<file path="config.mk">
export PLATFORM = sky130hd
export DESIGN_NAME = battery_voltage_averager_core
export DESIGN_NICKNAME = d
export VERILOG_FILES = /design/src/sv/bva_pkg.sv /design/src/sv/bva_div.sv /design/src/sv/bva_datapath.sv /design/src/sv/bva_ctrl.sv /design/src/sv/battery_voltage_averager_core.sv
export SDC_FILE = /design/constraint.sdc
export NUM_CORES = 2
export LEC_CHECK = 0
export ABC_CLOCK_PERIOD_IN_PS = 6300
export BUFFER_PORTS_ARGS = -buffer_cell sky130_fd_sc_hd__buf_2
export CORE_ASPECT_RATIO = 0.5
export CORE_MARGIN = 10
export CORE_UTILIZATION = 59
export CTS_CLUSTER_DIAMETER = 40
export DETAILED_ROUTE_END_ITERATION = 8
export PLACE_DENSITY = 0.77
export REMOVE_ABC_BUFFERS = 1
export SETUP_SLACK_MARGIN = 0.02
export SLEW_MARGIN = 20
export SYNTH_ARGS = -nofsm -noshare
export SYNTH_HDL_FRONTEND = slang
export SYNTH_HIERARCHICAL = 1
export SYNTH_SLANG_ARGS = --single-unit
export TNS_END_PERCENT = 1
</file>
<file path="constraint.sdc">
create_clock -name clock -period 6.3 [get_ports clock]
set_input_delay 0.315 -clock clock [delete_from_list [all_inputs] [get_ports clock]]
set_output_delay 0.315 -clock clock [all_outputs]
set_load 0.02 [all_outputs]
</file>
<file path="src/sv/bva_pkg.sv">
`default_nettype none

package bva_pkg;

   localparam int MAX_SAMPLES_DEF = 255;

   localparam int RAW_W   = 16;
   localparam int MUL_W   = 14;
   localparam int PROD_W  = RAW_W + MUL_W;
   localparam int MV_SHIFT = 13;
   localparam int MV_W    = 17;
   localparam int NOM_W   = 15;
   localparam int WIN_W   = 17;
   localparam int SIZE_W  = 3;
   localparam int CAL_DIV_W = WIN_W + MV_SHIFT;

   localparam logic [MUL_W-1:0]  MV_MUL       = 14'd8442;
   localparam logic [MV_W-1:0]   FAIL_LOW_MV  = 17'd7700;
   localparam logic [MV_W-1:0]   FAIL_HIGH_MV = 17'd65000;
   localparam logic [MV_W-1:0]   CLASS_24_MV  = 17'd16000;
   localparam logic [MV_W-1:0]   CLASS_36_MV  = 17'd30000;
   localparam logic [MV_W-1:0]   CLASS_48_MV  = 17'd45000;
   localparam logic [RAW_W-1:0]  RAW_ALL_ONES = 16'hFFFF;
   localparam logic [WIN_W-1:0]  WIN_MAX      = 17'h1FFFF;
   localparam logic [NOM_W-1:0]  NOMINAL_RST  = 15'd12000;

   // (x << 13) / 8442 as x * MV_RECIP >> RECIP_SHIFT, exact for a 30-bit dividend
   localparam int RECIP_W     = 32;
   localparam int RECIP_SHIFT = CAL_DIV_W + MUL_W - MV_SHIFT;
   localparam logic [RECIP_W-1:0] MV_RECIP =
      RECIP_W'(((64'd1 << (CAL_DIV_W + MUL_W)) / 64'(MV_MUL)) + 64'd1);

   localparam logic [SIZE_W-1:0] SIZE_12V = 3'd1;
   localparam logic [SIZE_W-1:0] SIZE_24V = 3'd2;
   localparam logic [SIZE_W-1:0] SIZE_36V = 3'd3;
   localparam logic [SIZE_W-1:0] SIZE_48V = 3'd4;

   localparam logic [1:0] KIND_SAMPLE = 2'd0;
   localparam logic [1:0] KIND_AVG    = 2'd1;
   localparam logic [1:0] KIND_CAL    = 2'd2;

   typedef struct packed {
      logic latch_item;
      logic do_sample;
      logic cal_mv;
      logic cal_class;
      logic div_start;
      logic cal_nom;
      logic cal_recip;
      logic cal_window;
      logic avg_last;
      logic avg_mul;
      logic load_rsp;
   } cmd_type;

   typedef struct packed {
      logic count_zero;
      logic div_done;
   } status_type;

endpackage

`default_nettype wire

</file>
<file path="src/sv/bva_div.sv">
`default_nettype none

module bva_div #(
   parameter int DW = 30,
   parameter int VW = 14
) (
   input  wire logic          clock,
   input  wire logic          reset,
   input  wire logic          start,
   input  wire logic [DW-1:0] dividend,
   input  wire logic [VW-1:0] divisor,
   output logic      [DW-1:0] quotient,
   output logic               done
);

   localparam int CW = $clog2(DW);

   logic [VW-1:0] rem_ff, rem_in;
   logic [DW-1:0] quo_ff, quo_in;
   logic [VW-1:0] dsr_ff, dsr_in;
   logic [CW-1:0] cnt_ff, cnt_in;
   logic          busy_ff, busy_in;
   logic          done_ff, done_in;
   logic [VW:0]   rem_shift;
   logic [VW+1:0] diff;

   always_comb begin
      rem_shift = {rem_ff, quo_ff[DW-1]};
      diff      = {1'b0, rem_shift} - {2'b00, dsr_ff};
      rem_in    = rem_ff;
      quo_in    = quo_ff;
      dsr_in    = dsr_ff;
      cnt_in    = cnt_ff;
      busy_in   = busy_ff;
      done_in   = 1'b0;
      if (start) begin
         rem_in  = '0;
         quo_in  = dividend;
         dsr_in  = divisor;
         cnt_in  = '0;
         busy_in = 1'b1;
      end else if (busy_ff) begin
         // restoring step, one quotient bit per cycle
         rem_in = diff[VW+1] ? rem_shift[VW-1:0] : diff[VW-1:0];
         quo_in = {quo_ff[DW-2:0], ~diff[VW+1]};
         cnt_in = cnt_ff + 1'b1;
         if (cnt_ff == CW'(DW - 1)) begin
            busy_in = 1'b0;
            done_in = 1'b1;
         end
      end
   end

   always_ff @(posedge clock) begin
      if (reset) begin
         busy_ff <= 1'b0;
         done_ff <= 1'b0;
         cnt_ff  <= '0;
      end else begin
         busy_ff <= busy_in;
         done_ff <= done_in;
         cnt_ff  <= cnt_in;
      end
   end

   always_ff @(posedge clock) begin
      rem_ff <= rem_in;
      quo_ff <= quo_in;
      dsr_ff <= dsr_in;
   end

   assign quotient = quo_ff;
   assign done     = done_ff;

endmodule

`default_nettype wire

</file>
<file path="src/sv/bva_datapath.sv">
`default_nettype none

module bva_datapath #(
   parameter int MAX_SAMPLES = bva_pkg::MAX_SAMPLES_DEF
) (
   input  wire logic                   clock,
   input  wire logic                   reset,
   input  wire logic [15:0]            req_raw_reading,
   input  wire logic                   req_acked,
   input  wire logic                   csr_wr_en,
   input  wire logic [14:0]            csr_wr_data,
   input  wire bva_pkg::cmd_type       cmd,
   output bva_pkg::status_type         status,
   output logic      [16:0]            rsp_average_mv,
   output logic      [2:0]             rsp_pack_class,
   output logic                        rsp_range_fault,
   output logic                        rsp_sample_taken
);

   import bva_pkg::*;

   localparam int CNT_W = $clog2(MAX_SAMPLES + 1);
   localparam int SUM_W = RAW_W + CNT_W;

   logic [RAW_W-1:0]  raw_ff, raw_in;
   logic              acked_ff, acked_in;
   logic [NOM_W-1:0]  nominal_ff, nominal_in;
   logic [SUM_W-1:0]  sum_ff, sum_in;
   logic [CNT_W-1:0]  count_ff, count_in;
   logic [RAW_W-1:0]  last_ff, last_in;
   logic [WIN_W-1:0]  win_low_ff, win_low_in;
   logic [WIN_W-1:0]  win_high_ff, win_high_in;
   logic [SIZE_W-1:0] size_ff, size_in;
   logic              fail_ff, fail_in;
   logic [MV_W-1:0]   mv_ff, mv_in;
   logic [MV_W-1:0]   avg_mv_ff, avg_mv_in;
   logic              taken_ff, taken_in;
   logic [WIN_W-1:0]  nom_ff, nom_in;
   logic [WIN_W-1:0]  ncnt_ff, ncnt_in;
   logic [MV_W-1:0]   rsp_avg_ff;
   logic [SIZE_W-1:0] rsp_size_ff;
   logic              rsp_fail_ff;
   logic              rsp_taken_ff;

   logic              raw_ok;
   logic              sample_ok;
   logic [PROD_W-1:0] raw_prod;
   logic [PROD_W-1:0] last_prod;
   logic [SIZE_W-1:0] size_calc;
   logic [SIZE_W+NOM_W-1:0] nom_prod;
   logic [WIN_W+RECIP_W-1:0] recip_prod;
   logic [SUM_W-1:0]  quotient;
   logic              div_done;
   logic [WIN_W:0]    win_sum;
   logic [RAW_W-1:0]  avg_counts;

   bva_div #(.DW(SUM_W), .VW(CNT_W)) u_div (
      .clock    (clock),
      .reset    (reset),
      .start    (cmd.div_start),
      .dividend (sum_ff),
      .divisor  (count_ff),
      .quotient (quotient),
      .done     (div_done)
   );

   always_comb begin
      raw_ok    = acked_ff && (raw_ff != '0) && (raw_ff != RAW_ALL_ONES);
      sample_ok = raw_ok && ({1'b0, raw_ff} < win_high_ff) && ({1'b0, raw_ff} > win_low_ff)
                  && (count_ff < CNT_W'(MAX_SAMPLES));
      raw_prod  = {{MUL_W{1'b0}}, raw_ff} * {{RAW_W{1'b0}}, MV_MUL};
      last_prod = {{MUL_W{1'b0}}, last_ff} * {{RAW_W{1'b0}}, MV_MUL};

      if (mv_ff < CLASS_24_MV) begin
         size_calc = SIZE_12V;
      end else if (mv_ff < CLASS_36_MV) begin
         size_calc = SIZE_24V;
      end else if (mv_ff < CLASS_48_MV) begin
         size_calc = SIZE_36V;
      end else begin
         size_calc = SIZE_48V;
      end

      nom_prod   = {{NOM_W{1'b0}}, size_ff} * {{SIZE_W{1'b0}}, nominal_ff};
      recip_prod = {{RECIP_W{1'b0}}, nom_ff} * {{WIN_W{1'b0}}, MV_RECIP};

      win_sum    = {1'b0, ncnt_ff} + {2'b00, ncnt_ff[WIN_W-1:1]};
      avg_counts = (count_ff != '0) ? quotient[RAW_W-1:0] : last_ff;

      raw_in      = raw_ff;
      acked_in    = acked_ff;
      nominal_in  = csr_wr_en ? csr_wr_data : nominal_ff;
      sum_in      = sum_ff;
      count_in    = count_ff;
      last_in     = last_ff;
      win_low_in  = win_low_ff;
      win_high_in = win_high_ff;
      size_in     = size_ff;
      fail_in     = fail_ff;
      mv_in       = mv_ff;
      avg_mv_in   = avg_mv_ff;
      taken_in    = taken_ff;
      nom_in      = nom_ff;
      ncnt_in     = ncnt_ff;

      if (cmd.latch_item) begin
         raw_in    = req_raw_reading;
         acked_in  = req_acked;
         avg_mv_in = '0;
         taken_in  = 1'b0;
      end
      if (cmd.do_sample && sample_ok) begin
         sum_in   = sum_ff + SUM_W'(raw_ff);
         count_in = count_ff + 1'b1;
         taken_in = 1'b1;
      end
      if (cmd.cal_mv) begin
         mv_in = raw_ok ? raw_prod[PROD_W-1:MV_SHIFT] : '0;
      end
      if (cmd.cal_class) begin
         sum_in   = '0;
         count_in = '0;
         last_in  = '0;
         size_in  = size_calc;
         if ((mv_ff < FAIL_LOW_MV) || (mv_ff > FAIL_HIGH_MV)) begin
            fail_in = 1'b1;
         end
      end
      if (cmd.cal_nom) begin
         nom_in = nom_prod[WIN_W-1:0];
      end
      if (cmd.cal_recip) begin
         ncnt_in = recip_prod[RECIP_SHIFT +: WIN_W];
      end
      if (cmd.cal_window) begin
         win_low_in  = {1'b0, ncnt_ff[WIN_W-1:1]};
         win_high_in = win_sum[WIN_W] ? WIN_MAX : win_sum[WIN_W-1:0];
      end
      if (cmd.avg_last) begin
         last_in  = avg_counts;
         sum_in   = '0;
         count_in = '0;
      end
      if (cmd.avg_mul) begin
         avg_mv_in = last_prod[PROD_W-1:MV_SHIFT];
      end
   end

   always_ff @(posedge clock) begin
      if (reset) begin
         nominal_ff  <= NOMINAL_RST;
         sum_ff      <= '0;
         count_ff    <= '0;
         last_ff     <= '0;
         win_low_ff  <= '0;
         win_high_ff <= '0;
         size_ff     <= SIZE_12V;
         fail_ff     <= 1'b0;
      end else begin
         nominal_ff  <= nominal_in;
         sum_ff      <= sum_in;
         count_ff    <= count_in;
         last_ff     <= last_in;
         win_low_ff  <= win_low_in;
         win_high_ff <= win_high_in;
         size_ff     <= size_in;
         fail_ff     <= fail_in;
      end
   end

   always_ff @(posedge clock) begin
      raw_ff    <= raw_in;
      acked_ff  <= acked_in;
      mv_ff     <= mv_in;
      avg_mv_ff <= avg_mv_in;
      taken_ff  <= taken_in;
      nom_ff    <= nom_in;
      ncnt_ff   <= ncnt_in;
      if (cmd.load_rsp) begin
         rsp_avg_ff   <= avg_mv_ff;
         rsp_size_ff  <= size_ff;
         rsp_fail_ff  <= fail_ff;
         rsp_taken_ff <= taken_ff;
      end
   end

   assign status.count_zero = (count_ff == '0);
   assign status.div_done   = div_done;

   assign rsp_average_mv   = rsp_avg_ff;
   assign rsp_pack_class   = rsp_size_ff;
   assign rsp_range_fault  = rsp_fail_ff;
   assign rsp_sample_taken = rsp_taken_ff;

endmodule

`default_nettype wire

</file>
<file path="src/sv/bva_ctrl.sv">
`default_nettype none

module bva_ctrl (
   input  wire logic                clock,
   input  wire logic                reset,
   input  wire logic                req_valid,
   output logic                     req_ready,
   input  wire logic [1:0]          req_kind,
   output logic                     rsp_valid,
   input  wire logic                rsp_ready,
   output bva_pkg::cmd_type         cmd,
   input  wire bva_pkg::status_type status
);

   import bva_pkg::*;

   localparam logic [3:0] S_IDLE      = 4'd0;
   localparam logic [3:0] S_SAMPLE    = 4'd1;
   localparam logic [3:0] S_CAL_MUL   = 4'd2;
   localparam logic [3:0] S_CAL_CLS   = 4'd3;
   localparam logic [3:0] S_CAL_NOM   = 4'd4;
   localparam logic [3:0] S_CAL_RECIP = 4'd5;
   localparam logic [3:0] S_CAL_WIN   = 4'd6;
   localparam logic [3:0] S_AVG_DIV   = 4'd7;
   localparam logic [3:0] S_AVG_LAST  = 4'd8;
   localparam logic [3:0] S_AVG_MUL   = 4'd9;
   localparam logic [3:0] S_FINISH    = 4'd10;

   logic [3:0] state_ff, state_in;
   logic       rsp_valid_ff, rsp_valid_in;

   always_comb begin
      state_in     = state_ff;
      cmd          = '0;
      rsp_valid_in = rsp_valid_ff && !rsp_ready;
      case (state_ff)
         S_IDLE: begin
            if (req_valid) begin
               cmd.latch_item = 1'b1;
               case (req_kind)
                  KIND_SAMPLE: state_in = S_SAMPLE;
                  KIND_AVG: begin
                     if (status.count_zero) begin
                        state_in = S_AVG_LAST;
                     end else begin
                        cmd.div_start = 1'b1;
                        state_in      = S_AVG_DIV;
                     end
                  end
                  KIND_CAL: state_in = S_CAL_MUL;
                  default:  state_in = S_FINISH;
               endcase
            end
         end
         S_SAMPLE: begin
            cmd.do_sample = 1'b1;
            state_in      = S_FINISH;
         end
         S_CAL_MUL: begin
            cmd.cal_mv = 1'b1;
            state_in   = S_CAL_CLS;
         end
         S_CAL_CLS: begin
            cmd.cal_class = 1'b1;
            state_in      = S_CAL_NOM;
         end
         S_CAL_NOM: begin
            cmd.cal_nom = 1'b1;
            state_in    = S_CAL_RECIP;
         end
         S_CAL_RECIP: begin
            cmd.cal_recip = 1'b1;
            state_in      = S_CAL_WIN;
         end
         S_CAL_WIN: begin
            cmd.cal_window = 1'b1;
            state_in       = S_FINISH;
         end
         S_AVG_DIV: begin
            if (status.div_done) begin
               state_in = S_AVG_LAST;
            end
         end
         S_AVG_LAST: begin
            cmd.avg_last = 1'b1;
            state_in     = S_AVG_MUL;
         end
         S_AVG_MUL: begin
            cmd.avg_mul = 1'b1;
            state_in    = S_FINISH;
         end
         S_FINISH: begin
            // wait for the output register to free up
            if (!rsp_valid_ff || rsp_ready) begin
               cmd.load_rsp = 1'b1;
               rsp_valid_in = 1'b1;
               state_in     = S_IDLE;
            end
         end
         default: state_in = S_IDLE;
      endcase
   end

   always_ff @(posedge clock) begin
      if (reset) begin
         state_ff     <= S_IDLE;
         rsp_valid_ff <= 1'b0;
      end else begin
         state_ff     <= state_in;
         rsp_valid_ff <= rsp_valid_in;
      end
   end

   assign req_ready = (state_ff == S_IDLE);
   assign rsp_valid = rsp_valid_ff;

endmodule

`default_nettype wire

</file>
<file path="src/sv/battery_voltage_averager_core.sv">
// Transfer in to result: unused kind direct to finish; sample via the sample state;
// average with no samples via last and multiply; calibrate via multiply, class,
// nominal, reciprocal and window; average via the radix-2 divider (DW = 16 +
// clog2(MAX_SAMPLES+1) bits, 24 by default), last and multiply. One item at a time;
// the next is taken once the result is registered, which may still wait on output.
// Sync active-high reset: nominal 12000 mV, class 1; sums, window and fail cleared.
`default_nettype none

module battery_voltage_averager_core #(
   parameter int MAX_SAMPLES = bva_pkg::MAX_SAMPLES_DEF
) (
   input  wire logic        clock,
   input  wire logic        reset,
   input  wire logic        req_valid,
   output logic             req_ready,
   input  wire logic [1:0]  req_kind,
   input  wire logic [15:0] req_raw_reading,
   input  wire logic        req_acked,
   output logic             rsp_valid,
   input  wire logic        rsp_ready,
   output logic      [16:0] rsp_average_mv,
   output logic      [2:0]  rsp_pack_class,
   output logic             rsp_range_fault,
   output logic             rsp_sample_taken,
   input  wire logic        csr_wr_en,
   input  wire logic [14:0] csr_wr_data
);

   import bva_pkg::*;

   cmd_type    cmd;
   status_type status;

   bva_ctrl u_ctrl (
      .clock     (clock),
      .reset     (reset),
      .req_valid (req_valid),
      .req_ready (req_ready),
      .req_kind  (req_kind),
      .rsp_valid (rsp_valid),
      .rsp_ready (rsp_ready),
      .cmd       (cmd),
      .status    (status)
   );

   bva_datapath #(.MAX_SAMPLES(MAX_SAMPLES)) u_datapath (
      .clock            (clock),
      .reset            (reset),
      .req_raw_reading  (req_raw_reading),
      .req_acked        (req_acked),
      .csr_wr_en        (csr_wr_en),
      .csr_wr_data      (csr_wr_data),
      .cmd              (cmd),
      .status           (status),
      .rsp_average_mv   (rsp_average_mv),
      .rsp_pack_class   (rsp_pack_class),
      .rsp_range_fault  (rsp_range_fault),
      .rsp_sample_taken (rsp_sample_taken)
   );

   a_one_item: assert property (@(posedge clock) disable iff (reset)
      (req_valid && req_ready) |=> !req_ready)
      else $error("second transfer taken while an item is in flight");

   a_taken_no_avg: assert property (@(posedge clock) disable iff (reset)
      rsp_valid |-> !(rsp_sample_taken && (rsp_average_mv != '0)))
      else $error("result flags a taken sample and an average at once");

   a_size_class: assert property (@(posedge clock) disable iff (reset)
      rsp_valid |-> ((rsp_pack_class == SIZE_12V) || (rsp_pack_class == SIZE_24V) ||
                     (rsp_pack_class == SIZE_36V) || (rsp_pack_class == SIZE_48V)))
      else $error("battery size class out of range");

endmodule

`default_nettype wire

</file>
* Word-level counts from Yosys, hierarchy flattened
Cells that the tools add are included.
** Word-level totals
- Flip-flop bits (word level) :: 260
- Bits in latches :: 0
- RAM bits :: 0
- Memory bits (read-only) :: 0
- Input port bits :: 39
- Output and inout bits :: 24
- Word-level logic and storage cells :: 130
- Memories :: 0
** Cells by class
- Add/subtract/negate cells :: 5
- Multipliers :: 4
- Divide/modulo/power cells :: 0
- $lt $le $gt $ge :: 8
- Equal/unequal tests :: 18
- Shift operators :: 0
- Multiplexer cells :: 40
- Bitwise logic cells :: 2
- Reduce and logical (&&, ||, !) cells :: 26
** Operator list (count)
- $mul A16 B13 Y29 const B :: 2
- $mux W17 :: 3
- $mul A17 B31 Y48 const B :: 1
- $mux W16 :: 3
- $mux W24 :: 2
- $pmux W4 S9 :: 1
- $add A24 B16 Y24 :: 1
- $mux W1 :: 22
- $add A17 B16 Y18 :: 1
- $gt A17 B16 Y1 const B :: 1
- $lt A16 B17 Y1 :: 1
- $lt A17 B13 Y1 const B :: 1
- $lt A17 B14 Y1 const B :: 1
- $lt A17 B15 Y1 const B :: 1
- $lt A17 B16 Y1 const B :: 1
- $mul A3 B15 Y17 :: 1
- $eq A4 B3 Y1 const B :: 4
- $gt A16 B16 Y1 :: 1
- $mux W4 :: 4
- $ne A16 B16 Y1 const B :: 1
- $reduce_bool A16 Y1 :: 1
- $eq A4 B4 Y1 const B :: 3
- $pmux W4 S3 :: 1
- $sub A9 B8 Y10 :: 1
- 25 further kinds :: 44

* Logic depth before layout (Yosys ltp)
- Depth after elaboration :: 7
- Gate-level depth with buffers :: 21
- Gate-level depth less buffers :: 21

* Hierarchy
The synthesis kept the hierarchy.
** Modules (own cells, without submodules)
- bva_datapath :: times used 1, cells an instance 2609, area an instance 25650.9 µm², seq. area each 5235.0 µm²
- bva_div :: times used 1, cells an instance 183, area an instance 2277.2 µm², seq. area each 1261.2 µm²
- bva_ctrl :: times used 1, cells an instance 60, area an instance 442.9 µm², seq. area each 100.1 µm²

* Worst setup path before layout
Ideal clock, no wire load.
- Path kind :: flip-flop to flip-flop
- Start point :: register u_datapath.nom_ff[15]
- End point :: register u_datapath.ncnt_ff[16] (data pin)
- Setup time :: 0.136 ns
- Arrival :: 5.742 ns
- Required time :: 6.164 ns
- Setup slack :: 0.422 ns
- Cell stages (with the launch flop) :: 19
- Path buffers :: 0
- Period minus slack after synthesis :: 5.878 ns
- Cell sequence :: edfxtp_1 fa_1 fa_1 inv_1 fa_1 inv_1 fa_1 inv_1 fa_1 fa_1 inv_1 ha_1 and3_1 a2111oi_0 nor3_1 o21ai_0 nand4_1 a2111o_1 nand3_1
** On the way
- Longest elaborated chain between the ends :: 1
** RTL lines
- start: declaration :: RTL line bva_datapath.sv:38 : logic [WIN_W-1:0] nom_ff, nom_in;
- start signal: assignment :: RTL line bva_datapath.sv:177 : nom_ff <= nom_in;
- $mul A17 B31 Y48 :: RTL line bva_datapath.sv:85 : recip_prod = {{RECIP_W{1'b0}}, nom_ff} * {{WIN_W{1'b0}}, MV_RECIP};
- via u_datapath.recip_prod[47] :: RTL line bva_datapath.sv:51 : logic [WIN_W+RECIP_W-1:0] recip_prod;
- end signal: assignment :: RTL line bva_datapath.sv:178 : ncnt_ff <= ncnt_in;
- end: declaration :: RTL line bva_datapath.sv:39 : logic [WIN_W-1:0] ncnt_ff, ncnt_in;
The timed path passes the listed nets, and every way through them passes these cells.
A chain may end at the register's enable or synchronous reset.

* Final worst setup path
- Start point :: register u_datapath.nom_ff[9]
- End point :: register u_datapath.ncnt_ff[7] (data pin)
The elaborated chain is that of the path after synthesis.

==> summary.txt <==
Outcome
  • Status: finished clean

Critical path
  • WP data required: 6.62 ns
  • Type of the worst setup path: flop to flop
  • CP startpoint: u_datapath/nom_ff[9]
  • RR Startpoint: u_datapath/nom_ff[9]
  • Crit end category: flop
  • Data arrival, critical path: 6.38 ns
  • Reg2Reg Setup Slack: 0.24 ns
  • Worst Setup Start Kind: flop
  • Critical path fanouts, max: 7

GRT
  • Largest net degree at the start of global routing: 43
  • First-pass GRT wire length: 108000 um
  • Vias in the first global route: 20900
  • Antenna violations before repair: 0
  • M1 GR Usage: 30.9%
  • Met2 GRT Util: 39.0%
  • Met3 usage: 2.45%
  • Total track usage: 22.9%
  • GR peak layer: met2
  • GRT overflow: 0

Floorplan
  • Core ar.: 47200 um^2
  • Num ports: 63
  • Die width: 330 um
  • Row Count: 56
  • Die area: 57800 um^2
  • Die Height: 175 um
  • Initial Utilization: 60.2%

STA
  • Unrepaired setup endpoints after global routing: yes
  • Final slew viol count: 0
  • Endpoints failing setup: 0
  • Min Clock Period, post-route: 6.06 ns
  • Least-Margin Pin Slew: 1.09 ns
  • Fmax: 0.165 GHz
  • Clk_skew: 0.0211 ns
  • Period utilization: 96.2%
  • Setup_tns: 0 ns
  • Worst slew margin: 27.2%
  • Final Hold Viols: 0

Logic synthesis
  • Commonest register cell after synthesis: edfxtp_1
  • Syn avg cell area: 9.95 um^2
  • Sequential share of the synthesized area: 23.3%
  • Cell variety after synth: 89
  • Cell count after synthesis: 2852
  • Post-synth EDFFs: 139
  • Synth Warn #: 6
  • Ys async rst share: 0%
  • #FFs+latches synth: 260
  • Post-Syn Area: 28400 um^2

Clocking
  • CTS Root Cell: clkbuf_16
  • CTS tree: yes
  • CTS Buf Count: 31
  • TritonCTS sink count: 260
  • Clock transition at path regs: 0.06 ns
  • Clk Latency, worst-skew pair: 0.59 ns
  • Clock buffer depth: 3
  • H-tree depth: 1

Run
  • Max Cap Viol: 0

Cells and area
  • Filler cells: 3634
  • Commonest non-fill, non-tap cells in the layout: inv_1 (679), ha_1 (451), fa_1 (327), edfxtp_1 (139), nor2_1 (138)
  • Layout Nets: 3807
  • Fin util: 66.1%
  • Antenna diodes: 0
  • Leading cell type in the layout, fill and taps excluded: inv_1
  • Layout area overhead: 9.85%
  • Layout cells sized above 1: 8.53%

Min path
  • Min-delay src: req_kind[1]
  • Hold crit path type: primary input to flop

Route
  • WL/cell: 17.7 um
  • DRC: 0
  • Post-DR vias/cell: 5.57
  • Final wirelength: 64700 um
  • Via count: 20300
  • Post-route antenna net violation count: 0
  • Pre-antenna DRT Iters: 5
  • Iter 0 DRT Violations: 1221

Placed design
  • GP Congestion: 0.944
  • DPL Wire Length: 52900 um
  • IO Port Bufs: 62
[synth_stat cells (all sizes together), types with 23 or more instances]
cell / count / area, um^2
inv: 679 / 2550
ha: 453 / 5670
fa: 327 / 6550
nor2: 143 / 542
edfxtp: 139 / 4170
dfxtp: 121 / 2420
a21oi: 120 / 638
nand2: 110 / 413
o21ai: 67 / 339
nand3: 52 / 260
xnor2: 47 / 412
a21o: 46 / 345
nor3: 42 / 210
a211oi: 36 / 270
nand4: 33 / 213
mux2i: 31 / 310
clkbuf: 29 / 109
xor2: 28 / 245
mux2: 25 / 282
and3: 23 / 144
[layer usage]
layer	routed length (um)	part of all wire [%]	up-vias
li1	-	-	9747
met3	2530	3.9	90
met2	31300	48	402
met4	1760	2.7	0
met5	0	0	-
met1	29100	45	10100
[stage by stage]
step | setup slack [ns] | hold slack (ns) | cell area [um^2] | instances
floorplan | 0.422 | 0.387 | 28200 | 2808
global placement | 0.150 | 0.402 | 29700 | 3559
detailed placement | -0.0145 | 0.405 | 29700 | 3559
CTS | 0.0249 | 0.0543 | 31100 | 3649
global route | -0.0301 | 0.0717 | 31200 | 3651
finish | 0.242 | 0.0767 | 31200 | 3651
[cell families (layout without fill, tap and decap cells)]
| family | after synthesis | count (layout) | synth area share [%] |
|---|---|---|---|
| flops | 260 | 260 | 23.3 |
| xor+xnor | 75 | 75 | 2.32 |
| compound gates | 418 | 418 | 9.98 |
| buf+inv | 723 | 884 | 9.63 |
| simple gates | 540 | 540 | 9.68 |
| fa+ha+maj | 780 | 780 | 43.1 |
| mux | 56 | 56 | 2.09 |
[worst paths after layout]
check | depth (start not counted) | end
worst max register to register | 20 | u_datapath/ncnt_ff[7]
worst max-delay path | 20 | u_datapath/ncnt_ff[7]
worst min register to register | 0 | u_datapath/rsp_average_mv[8]
worst min-delay path | 3 | u_ctrl/state_ff[2]
[sequential cells by signal, summed over array words and instances, names as in the netlist, 4 cells and up]
signal                     count
u_datapath/sum_ff             24
u_datapath/u_div/quotient     24
u_datapath/avg_mv_ff          17
u_datapath/mv_ff              17
u_datapath/ncnt_ff            17
u_datapath/nom_ff             17
u_datapath/rsp_average_mv     17
u_datapath/win_high_ff        17
u_datapath/last_ff            16
u_datapath/raw_ff             16
u_datapath/win_low_ff         16
u_datapath/nominal_ff         15
u_datapath/count_ff            8
u_datapath/u_div/dsr_ff        8
u_datapath/u_div/rem_ff        8
u_datapath/u_div/cnt_ff        5
u_ctrl/state_ff                4
[final cells by class]
cell class	instances	area, um^2	share of cell area (%)
multi-input combinational	1869	19100	61.3
sequential	260	6600	21.2
clock inverter	22	241	0.775
timing repair buffer	147	1030	3.30
inverter	679	2550	8.18
tap	638	798	2.56
clock buffer	36	836	2.68
[worst max-delay path, cell delays in order (launching register included)]
cell and delay [ns]:
edfxtp_1 0.40, buf_4 0.20, fa_1 0.51, ha_1 0.39, inv_1 0.08, fa_1 0.47
inv_1 0.08, fa_1 0.54, inv_1 0.05, fa_1 0.50, fa_1 0.55, inv_1 0.04
ha_1 0.30, and3_1 0.17, and4_1 0.24, nand3_1 0.09, o211ai_1 0.28, a31oi_2 0.16
o21ai_1 0.43, a21oi_1 0.17, xnor2_1 0.15
[timing repair]
action                                 in CTS  in global routing
pin swaps                                   0                  1
setup endpoints to repair                   2                 11
endpoints found under the hold margin      32                  0
buffers inserted                            0                  2
gates resized for setup                     1                  9
hold buffers                               32                  0
Power is not shown: default switching activity piles up to over one toggle a cycle in this logic, so the estimate is an artifact.
